**src/hdl/swm_pkg.sv**
```systemverilog
`timescale 1ns / 1ps

package swm_pkg;

  // Port widths fixed by the interface
  localparam int IN_W       = 32;
  localparam int OUT_W      = 33;
  localparam int WS_W       = 7;
  localparam int APB_DATA_W = 32;
  localparam int APB_ADDR_W = 3;

  // Register map
  localparam logic [APB_ADDR_W-1:0] ADDR_WINDOW_SIZE  = 3'h0;
  localparam logic [WS_W-1:0]       WINDOW_SIZE_RESET = 7'd3;

  // Controller to datapath commands
  typedef struct packed {
    logic accept;   // latch the incoming beat
    logic remove;   // drop the oldest sample from the sorted cells
    logic insert;   // insert the new sample, write the ring
    logic replace;  // window was full: this beat replaces the oldest sample
    logic pick;     // register the two middle cells
    logic emit;     // load the output register
  } cmd_t;

  // Datapath to controller status
  typedef struct packed {
    logic full;       // window holds W samples
    logic last_fill;  // one more insert fills the window
    logic out_free;   // output register can take a result
  } status_t;

endpackage

```
**src/hdl/swm_ctrl.sv**
```systemverilog
`timescale 1ns / 1ps

module swm_ctrl (
  input  logic             clk,
  input  logic             rst,
  input  logic             sample_valid,
  output logic             sample_stall,
  input  swm_pkg::status_t st,
  output swm_pkg::cmd_t    cmd
);

  typedef enum logic [2:0] {
    IDLE,
    PREP,
    REMOVE,
    INSERT,
    PICK,
    EMIT
  } state_t;

  state_t state;
  logic   replace;

  // Sequencer
  always_ff @(posedge clk) begin
    if (rst) begin
      state   <= IDLE;
      replace <= 1'b0;
    end else begin
      unique case (state)
        IDLE: begin
          if (sample_valid) begin
            state <= PREP;
          end
        end
        PREP: begin
          replace <= st.full;
          state   <= st.full ? REMOVE : INSERT;
        end
        REMOVE: begin
          state <= INSERT;
        end
        INSERT: begin
          state <= (replace || st.last_fill) ? PICK : IDLE;
        end
        PICK: begin
          state <= EMIT;
        end
        EMIT: begin
          if (st.out_free) begin
            state <= IDLE;
          end
        end
        default: begin
          state <= IDLE;
        end
      endcase
    end
  end

  // Commands
  assign sample_stall = (state != IDLE);
  assign cmd.accept   = (state == IDLE) && sample_valid;
  assign cmd.remove   = (state == REMOVE);
  assign cmd.insert   = (state == INSERT);
  assign cmd.replace  = replace;
  assign cmd.pick     = (state == PICK);
  assign cmd.emit     = (state == EMIT) && st.out_free;

endmodule

```
**config.mk**
```make
export PLATFORM = sky130hd
export DESIGN_NAME = swm_ctrl
export DESIGN_NICKNAME = d
export VERILOG_FILES = /design/src/hdl/swm_pkg.sv /design/src/hdl/swm_ctrl.sv
export SDC_FILE = /design/constraint.sdc
export NUM_CORES = 1
export LEC_CHECK = 0
export BUFFER_PORTS_ARGS = -buffer_cell sky130_fd_sc_hd__buf_2
export CAP_MARGIN = 10
export CORE_AREA = 3 3 40 42
export DETAILED_ROUTE_END_ITERATION = 8
export DIE_AREA = 0 0 43 45
export SLEW_MARGIN = 15
export SYNTH_ARGS = -nofsm -noshare
export SYNTH_HDL_FRONTEND = slang
export SYNTH_SLANG_ARGS = --single-unit
```
**constraint.sdc**
```tcl
create_clock -name clk -period 1.3 [get_ports clk]
set_input_delay 0.195 -clock clk [delete_from_list [all_inputs] [get_ports clk]]
set_output_delay 0.195 -clock clk [all_outputs]
set_load 0.005 [all_outputs]
```
==> results of run 1 <==
-- worst register-to-register path: cells and delay by family (launching register included) --
kind	cells	cell delay, ns
AO/OA/AOI/OAI	2	0.52
flip-flops	1	0.34
buffers and inverters	1	0.13
AND/OR/NAND/NOR	1	0.05
-- cell usage in the layout, fill, tap and decap left out, types with 2 or more instances in the layout --
cell type and n:
buf_2 12, buf_4 2, clkbuf_4 3, dfxtp_4 2
nand2b_1 2, nor2_1 5
-- metal layers --
metal | global-route usage | vias to the layer above | wire length, um
met5 | 0 | - | 0
met4 | 0.02410 | 0 | 0
met3 | 0.07570 | 0 | 72
met2 | 0.1198 | 10 | 299
met1 | 0.05529 | 108 | 220
li1 | - | 124 | -
-- flip-flops by register name, summed over array words and instances, names as in the netlist --
register  flops
replace       1
state         3
-- layout make-up --
type / count / area (um2)
repair buffers: 14 / 75.07
fillers: 142 / 935.9
clock buffers: 3 / 22.52
inverters: 1 / 3.754
multi-input cells: 21 / 140.1
well taps: 15 / 18.77
flip-flops and latches: 4 / 88.84
-- stage by stage --
| step | setup slack, ns | setup TNS, ns | hold WS [ns] | utilization |
|---|---|---|---|---|
| after global routing | -0.1015 | -0.1285 | 0.1720 | 0.2717 |
| after CTS | -0.05276 | -0.05276 | 0.1520 | 0.2678 |
| final | -0.04899 | -0.04899 | 0.1656 | 0.2717 |
| after detailed placement | 0.1421 | 0 | 0.4120 | 0.2278 |
| after floorplan | 0.2096 | 0 | 0.2641 | - |
| after global placement | 0.1533 | 0 | 0.4118 | 0.2278 |
-- timing repair --
action,CTS,global route
setup buffers,2,0
resized for setup,6,1
setup endpoints to repair,4,5
pin swaps,0,1
-- power groups by stage --
stage	sequential, mW	clock (mW)	combinational, mW
after floorplan	0.154	0	0.0815
after detailed placement	0.167	0	0.106
final	0.164	0.163	0.132
after global placement	0.166	0	0.106
after CTS	0.162	0.165	0.132
after global routing	0.169	0.186	0.148
-- kinds of logic after synthesis --
group / count (synthesis)
simple gates: 15
buf+inv: 3
compound gates: 4
flops: 4
xor+xnor: 1
mux: 1
-- worst min-delay path by stage --
stage | end | slack (ns) | depth (start not counted)
6_report | state[2]$_SDFFE_PP0P_ | 0.17 | 2
5_1_grt | state[2]$_SDFFE_PP0P_ | 0.17 | 2
4_1_cts | state[2]$_SDFFE_PP0P_ | 0.15 | 2
3_5_place_dp | state[2]$_SDFFE_PP0P_ | 0.41 | 2
3_3_place_gp | state[2]$_SDFFE_PP0P_ | 0.41 | 2
2_1_floorplan | state[2]$_SDFFE_PP0P_ | 0.26 | 1
-- cells in the mapped netlist, drive strengths merged --
cell type,n
nand2b,2
nor2b,1
buf,2
mux2i,1
and3b,1
nor3b,2
nor3,1
a21oi,1
dfxtp,4
nor2,5
or2b,1
inv,1
xnor2,1
nand2,1
a2111oi,1
o21ai,1
o21a,1
or3,1
==> reports/qor.yml, run 1 <==
sta:
  final.min_clock_period_ns: 1.349
  hold_viol: 0
  fin_crit_sh: 1.038
  worst_pin_slew_ns: 0.3110
  slew_headroom: 0.7921
  setup_violations: 1
  rsz0062_at_grt: "true"
  setup_ws_ns: -0.04899
  clock_skew_ns: 0.006659
  slew_violations: 0
  timing.fmax_ghz: 0.7413
yosys:
  syn_inst: 28
  synthMuxAreaShare: 0.04420
  synth-simple-area-share: 0.3702
  synth_compound_area_frac: 0.1215
  synth_top_family_by_area: "simple AND/OR/NAND/NOR gates"
  ys_types: 19
  yosys.area_share.adder: 0
  synth_top_area_share: 0.3536
  syn_avg_cell_area_um2: 8.088
  ys_warn_count: 0
  synth.cell_area_um2: 226.5
  ys_seq_area_frac: 0.3536
  synth_nets: 34
  synth-xor-area-share: 0.03867
  synth.largest_area_cell: "dfxtp_1"
  ys_ff_latch: 4
  synthTopCellsByArea: "dfxtp_1, nor2_1, nor3b_1"
cells_and_area:
  final_cells: 58
  syn2layout_area_growth_pct: 54.14
  num_antenna_cells: 0
  final_nets: 51
  fin_area_um2: 349.1
  drive_above_1_share: 0.5116
worst_setup_path:
  r2r_start: "state[2]$_SDFFE_PP0P_"
  cp-start-kind: "flip-flop"
  crit_path_max_incr_delay_ns: 0.38
  cpLargestDelayFamily: "simple AND/OR/NAND/NOR gates"
  worstPathRequired_ns: 1.11
  setup.worst_path.end_class: "output port"
  critical_path_depth: 3
  critical_path.cell_chain: "or3_4, nor2_1, buf_2"
  worstSetupPathType: "flip-flop to output port"
  crit_start: "state[2]$_SDFFE_PP0P_"
  r2r_slack_ns: 0.14
  worstReg2RegEnd: "state[0]$_SDFFE_PP0P_"
  crit_path_top_delay_cell: "or3_4"
  critical_path_arrival_ns: 1.15
  rr_worst_depth: 4
  path_buf_inv: 1
  path_max_fanout: 3
  critPathCapture: "cmd[5]"
global_routing:
  grt_max_degree: 9
  grt_usage: 0.07155
  antenna_found_initial: 0
  grt_first_pass_wirelength_um: 924
  grt_pass1_vias: 227
  grt_remaining_overflow: 0
hold_path:
  hp-start: "rst"
  hold_path.class: "input pin to flip-flop"
clocking:
  clkTransAtPathRegs_ns: 0.04
  cts_inserted_buffers: 3
  clock_latency_ns: 0.24
  cts_tree: "built"
  clkSinkCount: 4
  htreeDepth: 1
  root_buffer: "clkbuf_4"
  hold_buffers: 0
  cts_buffer_depth: 2
run:
  max_cap_violations: 0
power_and_ir_drop:
  switching_share: 0.2922
  switchingPower_mw: 0.1343
  p_total_mw: 0.4594
  intPower_mw: 0.3252
  power.leakage_nw: 0.1695
  p_comb_frac: 0.288
  pwr-share-seq: 0.357
  power_frac_clock: 0.355
  power-per-cell-area_nw_per_um2: 1316
  vdd_drop_max_mv: 0.4713
status:
  violations: "setup timing"
  status: "complete, but fails checks"
floorplanning:
  coreArea_um2: 1285
  initial_core_util: 0.1762
  dieArea_um2: 1935
  die_h_um: 45
  rows: 13
  die_x_um: 43
  io_pins: 13
drt:
  via_per_inst: 4.172
  vias: 242
  dr.pass1.iters: 4
  ant_nets: 0
  totalWireLength_um: 592
  routedWlPerCell_um: 10.21
  drc_errors: 0
  drt_iter0_markers: 2
placed_design:
  place_congestion: 0.6616
  dp.cells: 53
  placed_cell_area_um2: 292.8
  port_buffers: 12
Power figures use the tool's default switching activity.
==> run 2: changes to the inputs <==
--- a/config.mk
+++ b/config.mk
@@ -10,6 +10,7 @@
 export CORE_AREA = 3 3 40 42
 export DETAILED_ROUTE_END_ITERATION = 8
 export DIE_AREA = 0 0 43 45
+export PLACE_DENSITY_LB_ADDON = 0.25
 export SLEW_MARGIN = 15
 export SYNTH_ARGS = -nofsm -noshare
 export SYNTH_HDL_FRONTEND = slang
==> run 2 against run 1 <==
The flow still finishes with violations (setup timing). Via count shrank 1.7%. Critical path depth unchanged. Power shrank 4.4%. Largest power group unchanged. Highest routed layer is now met4.
==> reports/qor.yml, run 2 (synthesized netlist as in run 1, its figures left out) <==
status:
  status: "complete, but fails checks"
  violations: "setup timing"
worst_setup_path:
  path_max_fanout: 4  # +1
  worstSetupPathType: "flip-flop to output port"
  crit_path_max_incr_delay_ns: 0.39  # about the same
  setup.worst_path.end_class: "output port"
  worstPathRequired_ns: 1.11  # about the same
  cp-start-kind: "flip-flop"
  critical_path.cell_chain: "or3_4, nor2_2, buf_2"
  crit_path_top_delay_cell: "or3_4"
  critical_path_arrival_ns: 1.14  # about the same
sta:
  rsz0062_at_grt: "true"
  hold_viol: 0  # unchanged
  setup_violations: 1  # unchanged
  fin_crit_sh: 1.028  # -0.009578
  timing.fmax_ghz: 0.7482  # +0.93%
  setup_ws_ns: -0.03653  # +0.01245 ns
  slew_headroom: 0.8026  # +0.01045
  worst_pin_slew_ns: 0.2954  # -0.01563 ns
  clock_skew_ns: 0.003964  # -0.002694 ns
  final.setup.tns_ns: -0.03653  # +0.01245 ns
  final.min_clock_period_ns: 1.337  # -0.01245 ns
  slew_violations: 0  # unchanged
drt:
  routedWlPerCell_um: 8.845  # -13%
  vias: 238  # -1.7%
  dr.pass1.iters: 1  # -3
  drc_errors: 0  # unchanged
  via_per_inst: 4.103  # -1.7%
  ant_nets: 0  # unchanged
  drt_iter0_markers: 0  # -2
  totalWireLength_um: 513  # -13%
floorplanning:
  die_x_um: 43  # unchanged
  dieArea_um2: 1935  # unchanged
  rows: 13  # unchanged
  die_h_um: 45  # unchanged
  initial_core_util: 0.1762  # unchanged
  io_pins: 13  # unchanged
  coreArea_um2: 1285  # unchanged
cells_and_area:
  final_util: 0.2678  # -0.003895
  final_cell_mix: "buf_2, nor2_1, clkbuf_4"
  syn2layout_area_growth_pct: 51.93
  fin_area_um2: 344.1  # -1.4%
  largest_reg_flops: 3  # unchanged
  drive_above_1_share: 0.5116  # unchanged
  mostFrequentLayoutCell: "buf_2"
  num_antenna_cells: 0  # unchanged
  largest-register: "state"
  fillerInstances: 161  # +13%
  final_nets: 51  # unchanged
  largestRegisters: "state x3, replace x1"
global_routing:
  grt_pass1_vias: 234  # +3.1%
  grt_usage: 0.06917  # -0.002381
  grt_remaining_overflow: 0  # unchanged
  grt_first_pass_wirelength_um: 917  # -0.76%
  antenna_found_initial: 0  # unchanged
  grt_max_degree: 9  # unchanged
clocking:
  cts_tree: "built"
  cts_buffer_depth: 2  # unchanged
  cts_inserted_buffers: 3  # unchanged
  clkSinkCount: 4  # unchanged
  clkTransAtPathRegs_ns: 0.03  # about the same
  hold_buffers: 0  # unchanged
  clock_latency_ns: 0.24  # about the same
  root_buffer: "clkbuf_4"
  htreeDepth: 1  # unchanged
placed_design:
  place_congestion: 0.6038  # -8.7%
  port_buffers: 12  # unchanged
  placed_cell_area_um2: 292.8  # unchanged
  place.detailed.hpwl_um: 398.7
power_and_ir_drop:
  power.leakage_nw: 0.1662  # -1.9%
  vdd_drop_max_mv: 0.3952  # -16%
  p_total_mw: 0.4394  # -4.4%
  power-per-cell-area_nw_per_um2: 1277  # -3.0%
run:
  max_cap_violations: 0  # unchanged
hold_path:
  hold_path.class: "input pin to flip-flop"
==> run 2: cell count changes in the layout (fill, tap and decap cells not counted) <==
cell     before  now
dfxtp_2       1    2
dfxtp_4       2    1
nor2_1        5    4
nor2_2        0    1
nor3b_1       1    2
nor3b_2       1    0
==> run 2: report_power, final <==
| group | leakage, nW | switching [mW] | total (mW) | internal [mW] |
|---|---|---|---|---|
| Combinational | 0.118 | 0.0479 | 0.120 | 0.0721 |
| Clock | 0.0138 | 0.0507 | 0.154 | 0.103 |
| Sequential | 0.0342 | 0.0239 | 0.165 | 0.142 |
==> run 2: final timing paths <==
path	startpoint	end	slack, ns	cells after the start
worst max-delay path	state[2]$_SDFFE_PP0P_	cmd[5]	-0.04	3
worst min-delay path	rst	state[2]$_SDFFE_PP0P_	0.17	2
worst max register to register	state[2]$_SDFFE_PP0P_	state[0]$_SDFFE_PP0P_	0.19	4
worst min register to register	replace$_SDFFE_PP0N_	replace$_SDFFE_PP0N_	0.52	2
==> run 2: per-stage QoR <==
| step | hold slack (ns) | cells | setup WS [ns] |
|---|---|---|---|
| 2_1_floorplan | 0.2641 | 28 | 0.2096 |
| 3_3_place_gp | 0.4247 | 53 | 0.1398 |
| 3_5_place_dp | 0.4226 | 53 | 0.1453 |
| 4_1_cts | 0.1621 | 58 | -0.05682 |
| 5_1_grt | 0.1649 | 58 | -0.1064 |
| 6_report | 0.1688 | 58 | -0.03653 |
==> run 2: area by class of cell <==
type | count | area, um2 | area share
Multi-Input combinational cell | 21 | 137.6 | 0.4000
Timing Repair Buffer | 14 | 75.07 | 0.2182
Inverter | 1 | 3.754 | 0.01091
Sequential cell | 4 | 86.33 | 0.2509
Clock buffer | 3 | 22.52 | 0.06545
Tap cell | 15 | 18.77 | 0.05455
==> run 2: per-layer routing <==
metal / routed length [um] / vias to the layer above / global-route usage
met5: 0 / - / 0
met1: 202 / 103 / 0.06763
met2: 245 / 8 / 0.09880
li1: - / 125 / -
met3: 49 / 2 / 0.03984
met4: 15 / 0 / 0.07229
==> run 2: worst max-delay path, delay by kind of cell (launching register included) <==
kind                   cells  cell delay [ns]
buffers and inverters      1             0.11
flip-flops                 1             0.34
AND/OR/NAND/NOR            2             0.46
==> run 2: what timing repair did <==
action                                 4_1_cts  5_1_grt
endpoints found under the hold margin        0        0
cloned                                       0        0
pin swaps                                    0        1
gates resized for setup                      5        1
buffers inserted                             2        0
setup endpoints to repair                    4        4
==> run 3: changes to the inputs <==
--- a/config.mk
+++ b/config.mk
@@ -11,6 +11,7 @@
 export DETAILED_ROUTE_END_ITERATION = 8
 export DIE_AREA = 0 0 43 45
 export PLACE_DENSITY_LB_ADDON = 0.25
+export SETUP_SLACK_MARGIN = 0.5
 export SLEW_MARGIN = 15
 export SYNTH_ARGS = -nofsm -noshare
 export SYNTH_HDL_FRONTEND = slang
==> run 3 against run 2 <==
The run still ends with setup timing left. Register-to-register slack got worse by 0.04 ns. Hold slack improved by 0.020 ns. Flip-flop and latch count unchanged. Non-clock buffer count increased by 7. Combinational power increased by 73%. Sequential share of layout area decreased by 5.4 points. Critical path depth unchanged.
==> reports/qor.yml, run 3 (synthesized netlist as in run 1, its figures left out) <==
cells_and_area:
  mostFrequentLayoutCell: "buf_2"
  multi_input_area_um2: 188.9  # +37%
  regArea_um2: 92.59  # +7.2%
  final_nets: 58  # +14%
  largest_reg_flops: 3  # unchanged
  num_antenna_cells: 0  # unchanged
  final_util: 0.3651  # +0.09737
  drive_above_1_share: 0.8000  # +0.2884
  fillerInstances: 134  # -17%
  largest-register: "state"
  syn2layout_area_growth_pct: 107.2
  largestRegisters: "state x3, replace x1"
  final_cell_mix: "buf_2, buf_4, buf_6"
drt:
  ant_nets: 0  # unchanged
  via_per_inst: 4.138  # +0.85%
  vias: 269  # +13%
  drc_errors: 0  # unchanged
  totalWireLength_um: 639  # +25%
  routedWlPerCell_um: 9.831  # +11%
  dr.pass1.iters: 2  # +1
  drt_iter0_markers: 1  # +1
worst_setup_path:
  path_max_fanout: 5  # +1
  critical_path_arrival_ns: 1.15  # about the same
  crit_path_max_incr_delay_ns: 0.40  # about the same
  setup.worst_path.end_class: "output port"
  cp-start-kind: "flip-flop"
  worstSetupPathType: "flip-flop to output port"
  worstPathRequired_ns: 1.11  # about the same
  crit_path_top_delay_cell: "or3_4"
  critical_path.cell_chain: "or3_4, nor2_2, buf_2"
sta:
  fin_crit_sh: 1.032  # +0.004263
  slew_violations: 0  # unchanged
  clock_skew_ns: 0.0004264  # -0.003538 ns
  worst_pin_slew_ns: 0.2380  # -0.05738 ns
  rsz0062_at_grt: "true"
  slew_headroom: 0.8410  # +0.03845
  final.setup.tns_ns: -0.04208  # -0.005541 ns
  final.min_clock_period_ns: 1.342  # +0.005541 ns
  setup_violations: 1  # unchanged
  setup_ws_ns: -0.04208  # -0.005541 ns
  hold_viol: 0  # unchanged
  timing.fmax_ghz: 0.7451  # -0.41%
floorplanning:
  die_h_um: 45  # unchanged
  rows: 13  # unchanged
  dieArea_um2: 1935  # unchanged
  io_pins: 13  # unchanged
  die_x_um: 43  # unchanged
  initial_core_util: 0.1762  # unchanged
  coreArea_um2: 1285  # unchanged
power_and_ir_drop:
  p_comb_frac: 0.399  # +0.126
  p_total_mw: 0.5215  # +19%
  power.leakage_nw: 0.2307  # +39%
  pwr-share-seq: 0.318  # -0.058
  vdd_drop_max_mv: 0.3970  # +0.44%
  power_frac_clock: 0.283  # -0.067
  intPower_mw: 0.3727  # +18%
  switching_share: 0.2853  # +0.006456
  power-per-cell-area_nw_per_um2: 1111  # -13%
  switchingPower_mw: 0.1488  # +21%
global_routing:
  grt_pass1_vias: 256  # +9.4%
  grt_usage: 0.07827  # +0.009101
  grt_first_pass_wirelength_mm: 1.048  # +14%
  antenna_found_initial: 0  # unchanged
  grt_max_degree: 9  # unchanged
  grt_remaining_overflow: 0  # unchanged
clocking:
  htreeDepth: 1  # unchanged
  cts_buffer_depth: 2  # unchanged
  root_buffer: "clkbuf_4"
  clkTransAtPathRegs_ns: 0.03  # about the same
  clock_latency_ns: 0.23  # about the same
  cts_tree: "built"
  clkSinkCount: 4  # unchanged
  cts_inserted_buffers: 3  # unchanged
  hold_buffers: 0  # unchanged
hold_path:
  hold_path.class: "input pin to flip-flop"
status:
  violations: "setup timing"
  status: "complete, but fails checks"
placed_design:
  port_buffers: 12  # unchanged
  place_congestion: 0.6234  # +3.2%
run:
  max_cap_violations: 0  # unchanged
run 3: changes by cell type in the layout (fill, tap and decap cells not counted), moves of 2 or more:
cell     previous run  this run
dfxtp_4             1         3
buf_4               2         5
nor3b_2             0         2
nor3b_1             2         0
buf_6               0         4
run 3: worst max-delay path, delay by kind of cell, from the launching register on:
family,cells,cell delay (ns)
buffers and inverters,1,0.11
AND/OR/NAND/NOR,2,0.48
flip-flops,1,0.34
run 3: timing repair:
item	CTS	global route
pin swaps	8	4
resized for setup	16	6
setup endpoints to repair	10	11
setup buffers	5	4
run 3: worst paths after layout:
path / from / endpoint / slack [ns] / cells after the start
hold reg to reg: state[1]$_SDFFE_PP0P_ / state[0]$_SDFFE_PP0P_ / 0.57 / 2
hold / removal: rst / state[2]$_SDFFE_PP0P_ / 0.19 / 2
setup reg to reg: state[1]$_SDFFE_PP0P_ / state[0]$_SDFFE_PP0P_ / 0.15 / 4
setup / recovery: state[1]$_SDFFE_PP0P_ / cmd[5] / -0.04 / 3
run 3: layer usage:
layer,up-vias,global-route usage,routed length (um)
li1,139,-,-
met3,4,0.03984,52
met4,0,0.07229,15
met5,-,0,0
met1,117,0.07470,242
met2,9,0.1228,328
run 3: area by class of cell:
type                            instances  area share
Multi-Input combinational cell         21      0.4027
Timing Repair Buffer                   21      0.3040
Inverter                                1    0.008000
Clock buffer                            3     0.04800
Sequential cell                         4      0.1973
Tap cell                               15     0.04000
run 3: power by group through the flow:
stage               Sequential (mW)  Clock (mW)  Combinational, mW
finish                        0.166       0.148              0.208
detailed placement            0.168           0              0.118
global route                  0.170       0.159              0.227
floorplan                     0.156           0             0.0982
CTS                           0.165       0.159              0.191
global placement              0.168           0              0.121
run 3: per-stage QoR:
step / instances / area (um2) / hold slack, ns / worst slack (ns)
after floorplan: 28 / 241.5 / 0.2567 / 0.2401
after global placement: 53 / 301.5 / 0.4123 / 0.1637
after detailed placement: 53 / 301.5 / 0.4196 / 0.1482
after CTS: 61 / 419.2 / 0.1773 / -0.06030
after global routing: 65 / 469.2 / 0.1998 / -0.06818
final: 65 / 469.2 / 0.1886 / -0.04208
